## src/hdl/ssc_pkg.sv

```systemverilog
package ssc_pkg;

    localparam int GROUPS_DEF       = 4096;
    localparam int COUNTER_BITS_DEF = 6;
    localparam int HASHES_DEF       = 3;

    localparam int WORD_BITS = 64;
    localparam int CFG_W     = 13;
    localparam logic [CFG_W-1:0] CFG_RESET = CFG_W'(4096);

    localparam logic [31:0] SEED_GROUP = 32'd1;
    localparam logic [31:0] SEED_SIGN  = 32'd2000;
    localparam logic [31:0] SEED_INDEX = 32'd1999;

    localparam logic [31:0] MM_C1 = 32'hcc9e2d51;
    localparam logic [31:0] MM_C2 = 32'h1b873593;
    localparam logic [31:0] MM_E  = 32'he6546b64;
    localparam logic [31:0] MM_F1 = 32'h85ebca6b;
    localparam logic [31:0] MM_F2 = 32'hc2b2ae35;
    localparam logic [31:0] MM_LEN = 32'd4;

    // Quotient bits retired per cycle by the remainder unit.
    localparam int REM_STEP = 4;

    typedef enum logic [1:0] {
        ACT_INC     = 2'd0,
        ACT_DEC     = 2'd1,
        ACT_SAT     = 2'd2,
        ACT_PROMOTE = 2'd3
    } t_action;

    typedef enum logic [2:0] {
        ST_CLEAR,
        ST_IDLE,
        ST_PMOD,
        ST_HASH,
        ST_HASH_W,
        ST_REM_W,
        ST_READ,
        ST_EVAL
    } t_state;

    typedef struct packed {
        logic [31:0] packet_number;
        logic [31:0] source_label;
        logic [31:0] dest_label;
    } t_in_item;

    typedef struct packed {
        t_action     action;
        logic [31:0] promoted_source;
        logic [31:0] promoted_dest;
    } t_out_item;

    typedef struct packed {
        logic        vld;
        logic [31:0] key;
        logic [31:0] seed;
    } t_hash_req;

    typedef struct packed {
        logic        vld;
        logic [31:0] hash;
    } t_hash_rsp;

    typedef struct packed {
        logic             start;
        logic [31:0]      dividend;
        logic [CFG_W-1:0] divisor;
    } t_rem_req;

    typedef struct packed {
        logic             done;
        logic [CFG_W-1:0] rem;
    } t_rem_rsp;

    function automatic logic [31:0] rotl32(input logic [31:0] x, input int r);
        return (x << r) | (x >> (32 - r));
    endfunction

endpackage

```

## src/hdl/ssc_rem.sv

```systemverilog
// Restoring remainder of a 32-bit value by a nonzero divisor, REM_STEP bits per cycle.
module ssc_rem
    import ssc_pkg::*;
(
    input  logic     i_clk,
    input  logic     i_rst_n,
    input  t_rem_req i_req,
    output t_rem_rsp o_rsp
);

    localparam int NCYC = 32 / REM_STEP;
    localparam int CW   = $clog2(NCYC + 1);

    logic             r_busy, n_busy;
    logic             r_done, n_done;
    logic [CW-1:0]    r_cnt, n_cnt;
    logic [31:0]      r_num, n_num;
    logic [CFG_W-1:0] r_div, n_div;
    logic [CFG_W-1:0] r_rem, n_rem;
    logic [CFG_W:0]   w_t;

    always_comb begin
        n_busy = r_busy;
        n_done = 1'b0;
        n_cnt  = r_cnt;
        n_num  = r_num;
        n_div  = r_div;
        n_rem  = r_rem;
        w_t    = '0;
        if (i_req.start) begin
            n_busy = 1'b1;
            n_cnt  = CW'(NCYC);
            n_num  = i_req.dividend;
            n_div  = i_req.divisor;
            n_rem  = '0;
        end else if (r_busy) begin
            for (int s = 0; s < REM_STEP; s++) begin
                w_t = {n_rem, n_num[31]};
                n_num = {n_num[30:0], 1'b0};
                if (w_t >= {1'b0, r_div}) begin
                    w_t = w_t - {1'b0, r_div};
                end
                n_rem = w_t[CFG_W-1:0];
            end
            n_cnt = r_cnt - CW'(1);
            if (r_cnt == CW'(1)) begin
                n_busy = 1'b0;
                n_done = 1'b1;
            end
        end
    end

    always_ff @(posedge i_clk) begin
        if (!i_rst_n) begin
            r_busy <= 1'b0;
            r_done <= 1'b0;
            r_cnt  <= '0;
        end else begin
            r_busy <= n_busy;
            r_done <= n_done;
            r_cnt  <= n_cnt;
        end
        r_num <= n_num;
        r_div <= n_div;
        r_rem <= n_rem;
    end

    assign o_rsp.done = r_done;
    assign o_rsp.rem  = r_rem;

endmodule

```

## config.mk

```make
export PLATFORM = sky130hd
export DESIGN_NAME = ssc_rem
export DESIGN_NICKNAME = d
export VERILOG_FILES = /design/src/hdl/ssc_pkg.sv /design/src/hdl/ssc_rem.sv
export SDC_FILE = /design/constraint.sdc
export NUM_CORES = 1
export LEC_CHECK = 0
export ABC_CLOCK_PERIOD_IN_PS = 13100
export BUFFER_PORTS_ARGS = -buffer_cell sky130_fd_sc_hd__buf_2
export CAP_MARGIN = 20
export CORE_MARGIN = 5
export CORE_UTILIZATION = 66
export CTS_BUF_LIST = sky130_fd_sc_hd__clkbuf_8
export DETAILED_ROUTE_END_ITERATION = 7
export GPL_TIMING_DRIVEN = 0
export PLACE_DENSITY = 0.88
export SYNTH_ARGS = -nofsm -noshare
export SYNTH_HDL_FRONTEND = slang
export SYNTH_SLANG_ARGS = --single-unit
```

## constraint.sdc

```tcl
create_clock -name i_clk -period 13.1 [get_ports i_clk]
set_input_delay 1.31 -clock i_clk [delete_from_list [all_inputs] [get_ports i_clk]]
set_output_delay 1.31 -clock i_clk [all_outputs]
set_load 0.01 [all_outputs]
```

==> impl_metrics.csv <==
group,metric,value,unit
detailed_routing,totalWireLength,14670,um
global_route,met3_usage,4.614,%
worst_hold_path,hold_path_class,"reg -> reg",
job,drv_cap,0,
yosys,ys_types,67,
detailed_routing,drc,0,
worst_hold_path,min_path_cells,2,
detailed_routing,drt_iter0_drc,453,
detailed_routing,vias,4913,
setup_path,r2r_start,"r_div[0]",
global_route,grt_util_met1,38.21,%
clock_network,path_clk_slew,0.08,ns
yosys,yosysWarningCount,0,
floorplan,die_area,10360,sq um
setup_path,cp_common_cell,"a21oi_1",
floorplan,start_util,67.70,%
yosys,synth_top_cell_area_share,24.29,%
layout,drive_gt1_share,21.95,%
setup_path,path_class,"reg -> reg",
setup_path,reg2reg_to,"r_rem[7]",
yosys,ys_seq_area_share,31.13,%
clock_network,clock_latency,0.35,ns
clock_network,cts_hold_buf,0,
clock_network,cts_tree,"yes",
clock_network,h-tree-depth,3,
timing,fin_crit,10.74,ns
timing,setup_violations,0,
layout,fin_nets,757,
timing,fin_tns_setup,0,ns
setup_path,reg2reg_slack,2.36,ns
timing,skew,0.01340,ns
worst_hold_path,hold_end,"r_cnt[1]",
global_route,grt_pass1_wl,23850,um
yosys,async_reset_ff_share,0,%
yosys,synthTopCellsByCount,"54 x ha_1, 48 x nor2_1, 45 x edfxtp_1, 42 x a21oi_1, 41 x inv_1",
clock_network,cts_sinks,64,
timing,rsz0062_at_grt,"no",
detailed_routing,wl_per_cell,19.28,um
global_route,grt_pass1_vias,5023,
setup_path,arrival,10.98,ns
floorplan,dieWidth,101.8,um
global_route,use_met2,49.60,%
global_route,grt_max_degree,33,
global_route,overflow,0,
detailed_routing,drtAntennaViolNets,0,
yosys,ys_ff_latch,64,
global_route,busiest_layer,"met2",
detailed_routing,vias_per_cell,6.456,
setup_path,crit_path_end_kind,"flop",
timing,fin_crit_sh,81.95,%
setup_path,required,13.35,ns
timing,relSlewSlack,49.86,%
yosys,synth_edf_count,45,
clock_network,clock_path_buffers,2,
yosys,synth_nets,685,
yosys,synth-main-ff-cell,"edfxtp_1",
placement,hpwl,11210,um
setup_path,crit_path_top_delay_cell,"a221oi_1",
yosys,yosysTopAreaCell,"edfxtp_1",
yosys,netlist_instances,579,
layout,area_growth,11.11,%
timing,finalWorstSetupSlack,2.365,ns
yosys,ys_top_cells_by_area,"edfxtp_1 24%, ha_1 12%, mux2_2 7.9%",
timing,tightest_slew,0.7521,ns
placement,gp_congestion,0.9523,
setup_path,critPathMaxStageDelay,0.52,ns
floorplan,num_rows,33,
timing,slew_violations,0,
setup_path,cp_max_fo,10,
yosys,syn_area_per_cell,9.608,sq um
placement,numPortBuffers,61,
timing,hold_violations,0,
floorplan,core_area,8217,sq um
clock_network,ctsResizeCount,0,
status,status,"complete, no violations",
timing,fmax,93.15,MHz
yosys,netlist_area,5563,sq um
placement,place_ws,2.773,ns
clock_network,post-cts-setup-buffer-count,0,
layout,diodes,0,
detailed_routing,first_pass_iters,5,
global_route,track_usage,29.63,%
clock_network,numCtsBuffers,9,
yosys,synth.most_common_cell,"ha_1",
global_route,antenna_found_initial,0,
floorplan,die_y,101.8,um
clock_network,clockRootBuffer,"clkbuf_8",
setup_path,crit_path_start_kind,"flop",
setup_path,r2r_cells,38,
worst_hold_path,hold_path_startpoint,"r_cnt[1]",
floorplan,pin_count,62,
==> cells in the final DEF (no fill, tap or decap), drive strengths merged, types with 4 or more instances in the layout <==
cell / n
a211oi: 18
a21o: 6
a21oi: 42
and2: 5
and3: 4
buf: 70
clkbuf: 16
clkinv: 4
dfxtp: 19
edfxtp: 45
fa: 4
ha: 54
inv: 43
mux2: 47
mux2i: 12
nand2: 33
nand2b: 10
nand3: 13
nand4: 11
nor2: 48
nor2b: 8
nor3: 15
nor4: 4
o211ai: 9
o21a: 7
o21ai: 20
o31ai: 6
or2: 5
or3: 4
xnor2: 23
xor2: 18
==> worst max-delay path, delay by kind of cell, from the launching register on <==
family                   cells  cell delay, ns
buffers and inverters        5            0.99
AO/OA/AOI/OAI               20            5.29
AND/OR/NAND/NOR              5            1.19
adder cells (fa/ha/maj)      5            1.78
multiplexers                 3            0.87
flip-flops                   1            0.49
==> registers in the layout, summed over array words and instances (netlist names) <==
| register | cells |
|---|---|
| r_num | 32 |
| r_div | 13 |
| r_rem | 13 |
| r_cnt | 4 |
| r_busy | 1 |
| r_done | 1 |
==> layer usage <==
layer  routed length [um]  vias up
met5                    0        -
li1                     -     2287
met1                 5985     2312
met4                  568        0
met3                 1051       61
met2                 7068      253
==> how the worst max path moves through the flow <==
stage | start | to | slack, ns | cells after the start
final | r_div[0] | r_rem[7] | 2.36 | 38
after global routing | r_div[0] | r_rem[9] | 1.92 | 39
after CTS | r_div[0] | r_rem[6] | 2.62 | 39
after detailed placement | r_div[0] | r_rem[8] | 2.77 | 39
after global placement | r_div[0] | r_rem[8] | 2.83 | 39
after floorplan | r_div[0] | r_rem[11] | 4.31 | 39
==> cell type report <==
type / instances / area [sq um]
Multi-Input combinational cell: 458 / 3580
Clock buffer: 10 / 137.6
Fill cell: 566 / 2036
Timing Repair Buffer: 61 / 305.3
Buffer: 15 / 93.84
Sequential cell: 64 / 1732
Inverter: 42 / 157.7
Tap cell: 105 / 131.4
Clock inverter: 6 / 43.79
==> through the flow <==
| stage | cell area [sq um] | hold WS, ns | std cells | utilization, % |
|---|---|---|---|---|
| global placement | 6000 | 0.4820 | 745 | 73.02 |
| finish | 6181 | 0.5214 | 761 | 75.22 |
| floorplan | 5563 | 0.4681 | 579 | - |
| global route | 6181 | 0.5593 | 761 | 75.22 |
| detailed placement | 6000 | 0.5115 | 745 | 73.02 |
| CTS | 6181 | 0.5217 | 761 | 75.22 |
==> kinds of logic after synthesis <==
logic type,share of synthesized area (%)
multiplexers,11.67
buffers and inverters,4.521
flip-flops,31.13
XOR/XNOR,6.455
AND/OR/NAND/NOR,14.80
adder cells (fa/ha/maj),13.59
AO/OA/AOI/OAI,17.84
Power is left out: the tool's default activity adds up to more than one toggle a clock period on the data nets, which glitch-free logic cannot reach.
