### src/hdl/ssc_pkg.sv
package ssc_pkg;

    localparam int GROUPS_DEF       = 4096;
    localparam int COUNTER_BITS_DEF = 6;
    localparam int HASHES_DEF       = 3;

    localparam int WORD_BITS = 64;
    localparam int CFG_W     = 13;
    localparam logic [CFG_W-1:0] CFG_RESET = CFG_W'(4096);

    localparam logic [31:0] SEED_GROUP = 32'd1;
    localparam logic [31:0] SEED_SIGN  = 32'd2000;
    localparam logic [31:0] SEED_INDEX = 32'd1999;

    localparam logic [31:0] MM_C1 = 32'hcc9e2d51;
    localparam logic [31:0] MM_C2 = 32'h1b873593;
    localparam logic [31:0] MM_E  = 32'he6546b64;
    localparam logic [31:0] MM_F1 = 32'h85ebca6b;
    localparam logic [31:0] MM_F2 = 32'hc2b2ae35;
    localparam logic [31:0] MM_LEN = 32'd4;

    // Quotient bits retired per cycle by the remainder unit.
    localparam int REM_STEP = 4;

    typedef enum logic [1:0] {
        ACT_INC     = 2'd0,
        ACT_DEC     = 2'd1,
        ACT_SAT     = 2'd2,
        ACT_PROMOTE = 2'd3
    } t_action;

    typedef enum logic [2:0] {
        ST_CLEAR,
        ST_IDLE,
        ST_PMOD,
        ST_HASH,
        ST_HASH_W,
        ST_REM_W,
        ST_READ,
        ST_EVAL
    } t_state;

    typedef struct packed {
        logic [31:0] packet_number;
        logic [31:0] source_label;
        logic [31:0] dest_label;
    } t_in_item;

    typedef struct packed {
        t_action     action;
        logic [31:0] promoted_source;
        logic [31:0] promoted_dest;
    } t_out_item;

    typedef struct packed {
        logic        vld;
        logic [31:0] key;
        logic [31:0] seed;
    } t_hash_req;

    typedef struct packed {
        logic        vld;
        logic [31:0] hash;
    } t_hash_rsp;

    typedef struct packed {
        logic             start;
        logic [31:0]      dividend;
        logic [CFG_W-1:0] divisor;
    } t_rem_req;

    typedef struct packed {
        logic             done;
        logic [CFG_W-1:0] rem;
    } t_rem_rsp;

    function automatic logic [31:0] rotl32(input logic [31:0] x, input int r);
        return (x << r) | (x >> (32 - r));
    endfunction

endpackage

### src/hdl/ssc_hash.sv
// Pipelined 32-bit murmur hash of one four-byte key, at most one multiply per stage.
module ssc_hash
    import ssc_pkg::*;
(
    input  logic      i_clk,
    input  logic      i_rst_n,
    input  t_hash_req i_req,
    output t_hash_rsp o_rsp
);

    logic [5:0]  r_vld;
    logic [31:0] r_k1, r_k2, r_h2, r_h3, r_h4, r_h5;
    logic [31:0] r_seed0, r_seed1;
    logic [31:0] w_h;

    always_comb begin
        w_h = r_seed1 ^ r_k2;
        w_h = rotl32(w_h, 13);
        w_h = (w_h << 2) + w_h + MM_E;
        w_h = w_h ^ MM_LEN;
        w_h = w_h ^ (w_h >> 16);
    end

    always_ff @(posedge i_clk) begin
        if (!i_rst_n) begin
            r_vld <= '0;
        end else begin
            r_vld <= {r_vld[4:0], i_req.vld};
        end
        r_k1    <= i_req.key * MM_C1;
        r_seed0 <= i_req.seed;
        r_k2    <= rotl32(r_k1, 15) * MM_C2;
        r_seed1 <= r_seed0;
        r_h2    <= w_h;
        r_h3    <= r_h2 * MM_F1;
        r_h4    <= (r_h3 ^ (r_h3 >> 13)) * MM_F2;
        r_h5    <= r_h4 ^ (r_h4 >> 16);
    end

    assign o_rsp.vld  = r_vld[5];
    assign o_rsp.hash = r_h5;

endmodule

### config.mk
export PLATFORM = sky130hd
export DESIGN_NAME = ssc_hash
export DESIGN_NICKNAME = d
export VERILOG_FILES = /design/src/hdl/ssc_pkg.sv /design/src/hdl/ssc_hash.sv
export SDC_FILE = /design/constraint.sdc
export NUM_CORES = 2
export LEC_CHECK = 0
export ABC_AREA = 1
export BUFFER_PORTS_ARGS = -buffer_cell sky130_fd_sc_hd__buf_2
export CAP_MARGIN = 5
export CELL_PAD_IN_SITES_DETAIL_PLACEMENT = 1
export CELL_PAD_IN_SITES_GLOBAL_PLACEMENT = 1
export CORE_MARGIN = 2
export CORE_UTILIZATION = 35
export CTS_BUF_LIST = sky130_fd_sc_hd__clkbuf_4 sky130_fd_sc_hd__clkbuf_8 sky130_fd_sc_hd__clkbuf_16
export DETAILED_ROUTE_END_ITERATION = 16
export PLACE_DENSITY_LB_ADDON = 0.1
export SLEW_MARGIN = 20
export SYNTH_ARGS = -nofsm -noshare
export SYNTH_HDL_FRONTEND = slang
export SYNTH_SLANG_ARGS = --single-unit
### constraint.sdc
create_clock -name i_clk -period 12.6 [get_ports i_clk]
set_input_delay 1.26 -clock i_clk [delete_from_list [all_inputs] [get_ports i_clk]]
set_output_delay 1.26 -clock i_clk [all_outputs]
set_load 0.02 [all_outputs]
==> results_tabular.tex <==
\begin{tabular}{lr}
\hline
Metric & Value \\
\hline
\multicolumn{2}{l}{\textbf{Worst setup path}} \\
\quad Worst-path fanout max & 4 \\
\quad CP Capture Type & flip-flop \\
\quad Startpoint kind of the worst setup timing path & flip-flop \\
\quad Critical path class & flip-flop to flip-flop \\
\quad Critical path arrival & 7870 ps \\
\quad Data required time at the worst endpoint & approximately 13000 ps \\
\multicolumn{2}{l}{\textbf{Layout}} \\
\quad Share of cells above drive strength 1 & 0.0422 \\
\quad Area delta synth->final & 8.84\% \\
\quad Final net count & $\sim$6600 \\
\multicolumn{2}{l}{\textbf{GRT}} \\
\quad Vias in the first global route & 34000 \\
\quad Global-route usage over all layers & 0.232 \\
\quad Pin count of the biggest net entering global routing & 14 \\
\quad First-pass GRT wire length & 217000 um \\
\quad Antenna violations before repair & 15 \\
\quad Remaining global-route overflow & 0 \\
\multicolumn{2}{l}{\textbf{Route}} \\
\quad Via count & 30600 \\
\quad Via/cell ratio & 4.60 \\
\quad Number of DRC markers after the initial detailed-route iteration & 1381 \\
\quad DRT Wirelength & 145000 um \\
\quad DR DRC count & 0 \\
\quad Number of nets with antenna violations after detailed routing & 0 \\
\quad Iteration count of the initial detailed-routing pass & 5 \\
\quad Routed length per instance & 21.7 um \\
\multicolumn{2}{l}{\textbf{Synthesis}} \\
\quad Top cells by instance count after synthesis & sky130\_fd\_sc\_hd\_\_inv\_1 (1518), sky130\_fd\_sc\_hd\_\_ha\_1 (813), sky130\_fd\_sc\_hd\_\_fa\_1 (731) \\
\quad Per-instance average area after synthesis & approximately 9 sq um \\
\quad Async SR Flop Fraction & 0 \\
\quad Cell type with the largest total area after synthesis & sky130\_fd\_sc\_hd\_\_fa\_1 \\
\quad Yosys warns & 0 \\
\quad Largest cells by area after synthesis & sky130\_fd\_sc\_hd\_\_fa\_1 (33\%), sky130\_fd\_sc\_hd\_\_ha\_1 (23\%), sky130\_fd\_sc\_hd\_\_inv\_1 (13\%) \\
\quad Post-synthesis register bit count & approximately 260 \\
\quad Number of nets in the synthesized netlist & 6456 \\
\quad Dominant cell by count in the synthesized netlist & sky130\_fd\_sc\_hd\_\_inv\_1 \\
\quad Commonest register cell after synthesis & sky130\_fd\_sc\_hd\_\_dfxtp\_1 \\
\quad Sequential share of the synthesized area & 0.119 \\
\quad Cell area after synthesis & 0.0439 sq mm \\
\quad Number of distinct library cell variants in the gate-level netlist after synthesis & 46 \\
\quad Share of Yosys cell area claimed by the top area cell type & 0.333 \\
\quad Number of enable flip-flop cells after synthesis & 0 \\
\quad Mapped Cells & slightly below 5000 \\
\multicolumn{2}{l}{\textbf{Flow run}} \\
\quad Max-cap violations & 0 \\
\multicolumn{2}{l}{\textbf{Clock tree}} \\
\quad Clock edge transition at the registers on the reported setup and hold paths & 60 ps \\
\quad Clk\_lat worst skew & 630 ps \\
\quad TritonCTS buffer count & 38 \\
\quad TritonCTS sink count & 262 \\
\quad TritonCTS clock tree & yes \\
\quad Maximum count of clock buffers along a single path & 3 \\
\quad H-tree depth & 2 \\
\quad Number of hold-repair buffers added at the cts stage & 0 \\
\quad Clock Root Buffer & sky130\_fd\_sc\_hd\_\_clkbuf\_16 \\
\quad Resize count post-CTS & 0 \\
\quad Setup Buffers After CTS & 0 \\
\multicolumn{2}{l}{\textbf{Die}} \\
\quad Horizontal extent of the die & 358 um \\
\quad Height of the die & 358 um \\
\quad Area of the core & 0.124 sq mm \\
\quad Die Footprint & 0.128 sq mm \\
\quad Io pins & 100 \\
\quad Rows & between 100 and 150 \\
\quad Starting utilization of the core area & 0.354 \\
\multicolumn{2}{l}{\textbf{Outcome}} \\
\quad Run status & completed \\
\multicolumn{2}{l}{\textbf{Worst hold path}} \\
\quad HP Class & flip-flop to flip-flop \\
\multicolumn{2}{l}{\textbf{Timing}} \\
\quad Setup total negative slack & 0 ps \\
\quad Worst max-slew margin expressed relative to the limit & 0.372 \\
\quad Unrepaired setup endpoints after global routing & no \\
\quad Finish-stage setup viols & 0 \\
\quad Number of hold violations in the final report & 0 \\
\quad Clock period minus worst slack & between 7000 and 8000 ps \\
\quad Highest clock rate & $\sim$140 MHz \\
\quad Share of the cycle needed by the critical path after routing & 0.583 \\
\quad Pins over their slew limit & 0 \\
\quad Slew @ Worst Pin & 939 ps \\
\quad Worst Skew & 48.0 ps \\
\multicolumn{2}{l}{\textbf{Place}} \\
\quad Routability cong. & slightly below 0.9 \\
\quad Number of input and output port buffers inserted & 99 \\
\quad Detailed Place HPWL & 132000 um \\
\hline
\end{tabular}
==> area by class of cell <==
type	instances	area, sq um
Inverter	1519	5700
Tap cell	1637	2050
Clock inverter	20	216
Antenna cell	1	2.50
Multi-Input combinational cell	3063	33000
Fill cell	14500	76300
Timing Repair Buffer	104	533
Sequential cell	262	5250
Clock buffer	50	1080
==> sequential cells by signal, summed over array words and instances (netlist names) <==
| signal | flops |
|---|---|
| r_h2 | 32 |
| r_h3 | 32 |
| r_h4 | 32 |
| r_h5 | 32 |
| r_k1 | 32 |
| r_k2 | 32 |
| r_seed0 | 32 |
| r_seed1 | 32 |
| r_vld | 6 |
==> path summary, 6_finish.rpt <==
kind | startpoint | end | slack (ps) | depth (start not counted)
worst max register to register | r_h3[31] | r_h4[31] | 5260 | 23
worst min register to register | r_seed0[15] | r_seed1[15] | 330 | 0
worst min-delay path | r_seed0[15] | r_seed1[15] | 330 | 0
worst max-delay path | r_h3[31] | r_h4[31] | 5260 | 23
==> through the flow <==
stage | hold slack [ps] | cell area [sq um] | util | worst slack (ps) | cells
floorplan | 310 | 43900 | - | 6320 | 4845
global placement | 313 | 46500 | 0.375 | 5160 | 6585
detailed placement | 313 | 46500 | 0.375 | 5220 | 6585
CTS | 327 | 47800 | 0.385 | 5210 | 6655
global route | 331 | 47800 | 0.385 | 4960 | 6655
finish | 327 | 47800 | 0.385 | 5260 | 6656
==> placed cells by master, fill, tap and decap left out, types with 5 or more instances in the layout <==
master,instances
sky130_fd_sc_hd__nand3b_1,21
sky130_fd_sc_hd__o21ai_1,9
sky130_fd_sc_hd__o21a_1,6
sky130_fd_sc_hd__clkbuf_16,39
sky130_fd_sc_hd__clkbuf_4,7
sky130_fd_sc_hd__or2_2,6
sky130_fd_sc_hd__buf_2,99
sky130_fd_sc_hd__a21o_1,21
sky130_fd_sc_hd__xnor2_1,102
sky130_fd_sc_hd__xor2_1,156
sky130_fd_sc_hd__nand3_1,117
sky130_fd_sc_hd__dfxtp_1,262
sky130_fd_sc_hd__o21ai_0,78
sky130_fd_sc_hd__a31oi_1,9
sky130_fd_sc_hd__nor2_1,163
sky130_fd_sc_hd__o211ai_1,5
sky130_fd_sc_hd__nand2_2,6
sky130_fd_sc_hd__fa_1,731
sky130_fd_sc_hd__buf_4,5
sky130_fd_sc_hd__a21oi_1,154
sky130_fd_sc_hd__o21bai_1,18
sky130_fd_sc_hd__nand2_1,552
sky130_fd_sc_hd__inv_1,1518
sky130_fd_sc_hd__nand4_1,28
sky130_fd_sc_hd__nor3_1,22
sky130_fd_sc_hd__inv_6,5
sky130_fd_sc_hd__ha_1,813
sky130_fd_sc_hd__nor4_1,5
==> kinds of logic after synthesis <==
| family | count (synthesis) | share of synthesized area |
|---|---|---|
| flip-flops | 262 | 0.119 |
| XOR/XNOR | 265 | 0.0544 |
| AND/OR/NAND/NOR | 934 | 0.0896 |
| AO/OA/AOI/OAI | 320 | 0.0417 |
| buffers and inverters | 1520 | 0.130 |
| adder cells (fa/ha/maj) | 1544 | 0.565 |
==> worst max-delay path, stage by stage, from the launching register on <==
cell                      delay, ps
sky130_fd_sc_hd__dfxtp_1        420
sky130_fd_sc_hd__xnor2_1        440
sky130_fd_sc_hd__inv_1          200
sky130_fd_sc_hd__ha_1           370
sky130_fd_sc_hd__inv_1           70
sky130_fd_sc_hd__fa_1           500
sky130_fd_sc_hd__inv_1           60
sky130_fd_sc_hd__fa_1           550
sky130_fd_sc_hd__inv_1           60
sky130_fd_sc_hd__fa_1           490
sky130_fd_sc_hd__fa_1           640
sky130_fd_sc_hd__fa_1           520
sky130_fd_sc_hd__fa_1           470
sky130_fd_sc_hd__fa_1           680
sky130_fd_sc_hd__inv_1           80
sky130_fd_sc_hd__ha_1           370
sky130_fd_sc_hd__inv_1           80
sky130_fd_sc_hd__nor3_1         340
sky130_fd_sc_hd__nand2_1        120
sky130_fd_sc_hd__or2_2          320
sky130_fd_sc_hd__nand3_1        270
sky130_fd_sc_hd__inv_1           80
sky130_fd_sc_hd__nand3_1         90
sky130_fd_sc_hd__nand2_1         50
==> routing by layer <==
layer,wire length (um),up-vias,track usage
li1,-,14800,-
met1,71900,15200,0.343
met2,62400,484,0.351
met3,6870,135,0.0397
met4,3520,6,0.0531
met5,35,-,0
Power is left out: the tool's default activity adds up to more than one toggle a clock period on the data nets, which glitch-free logic cannot reach.
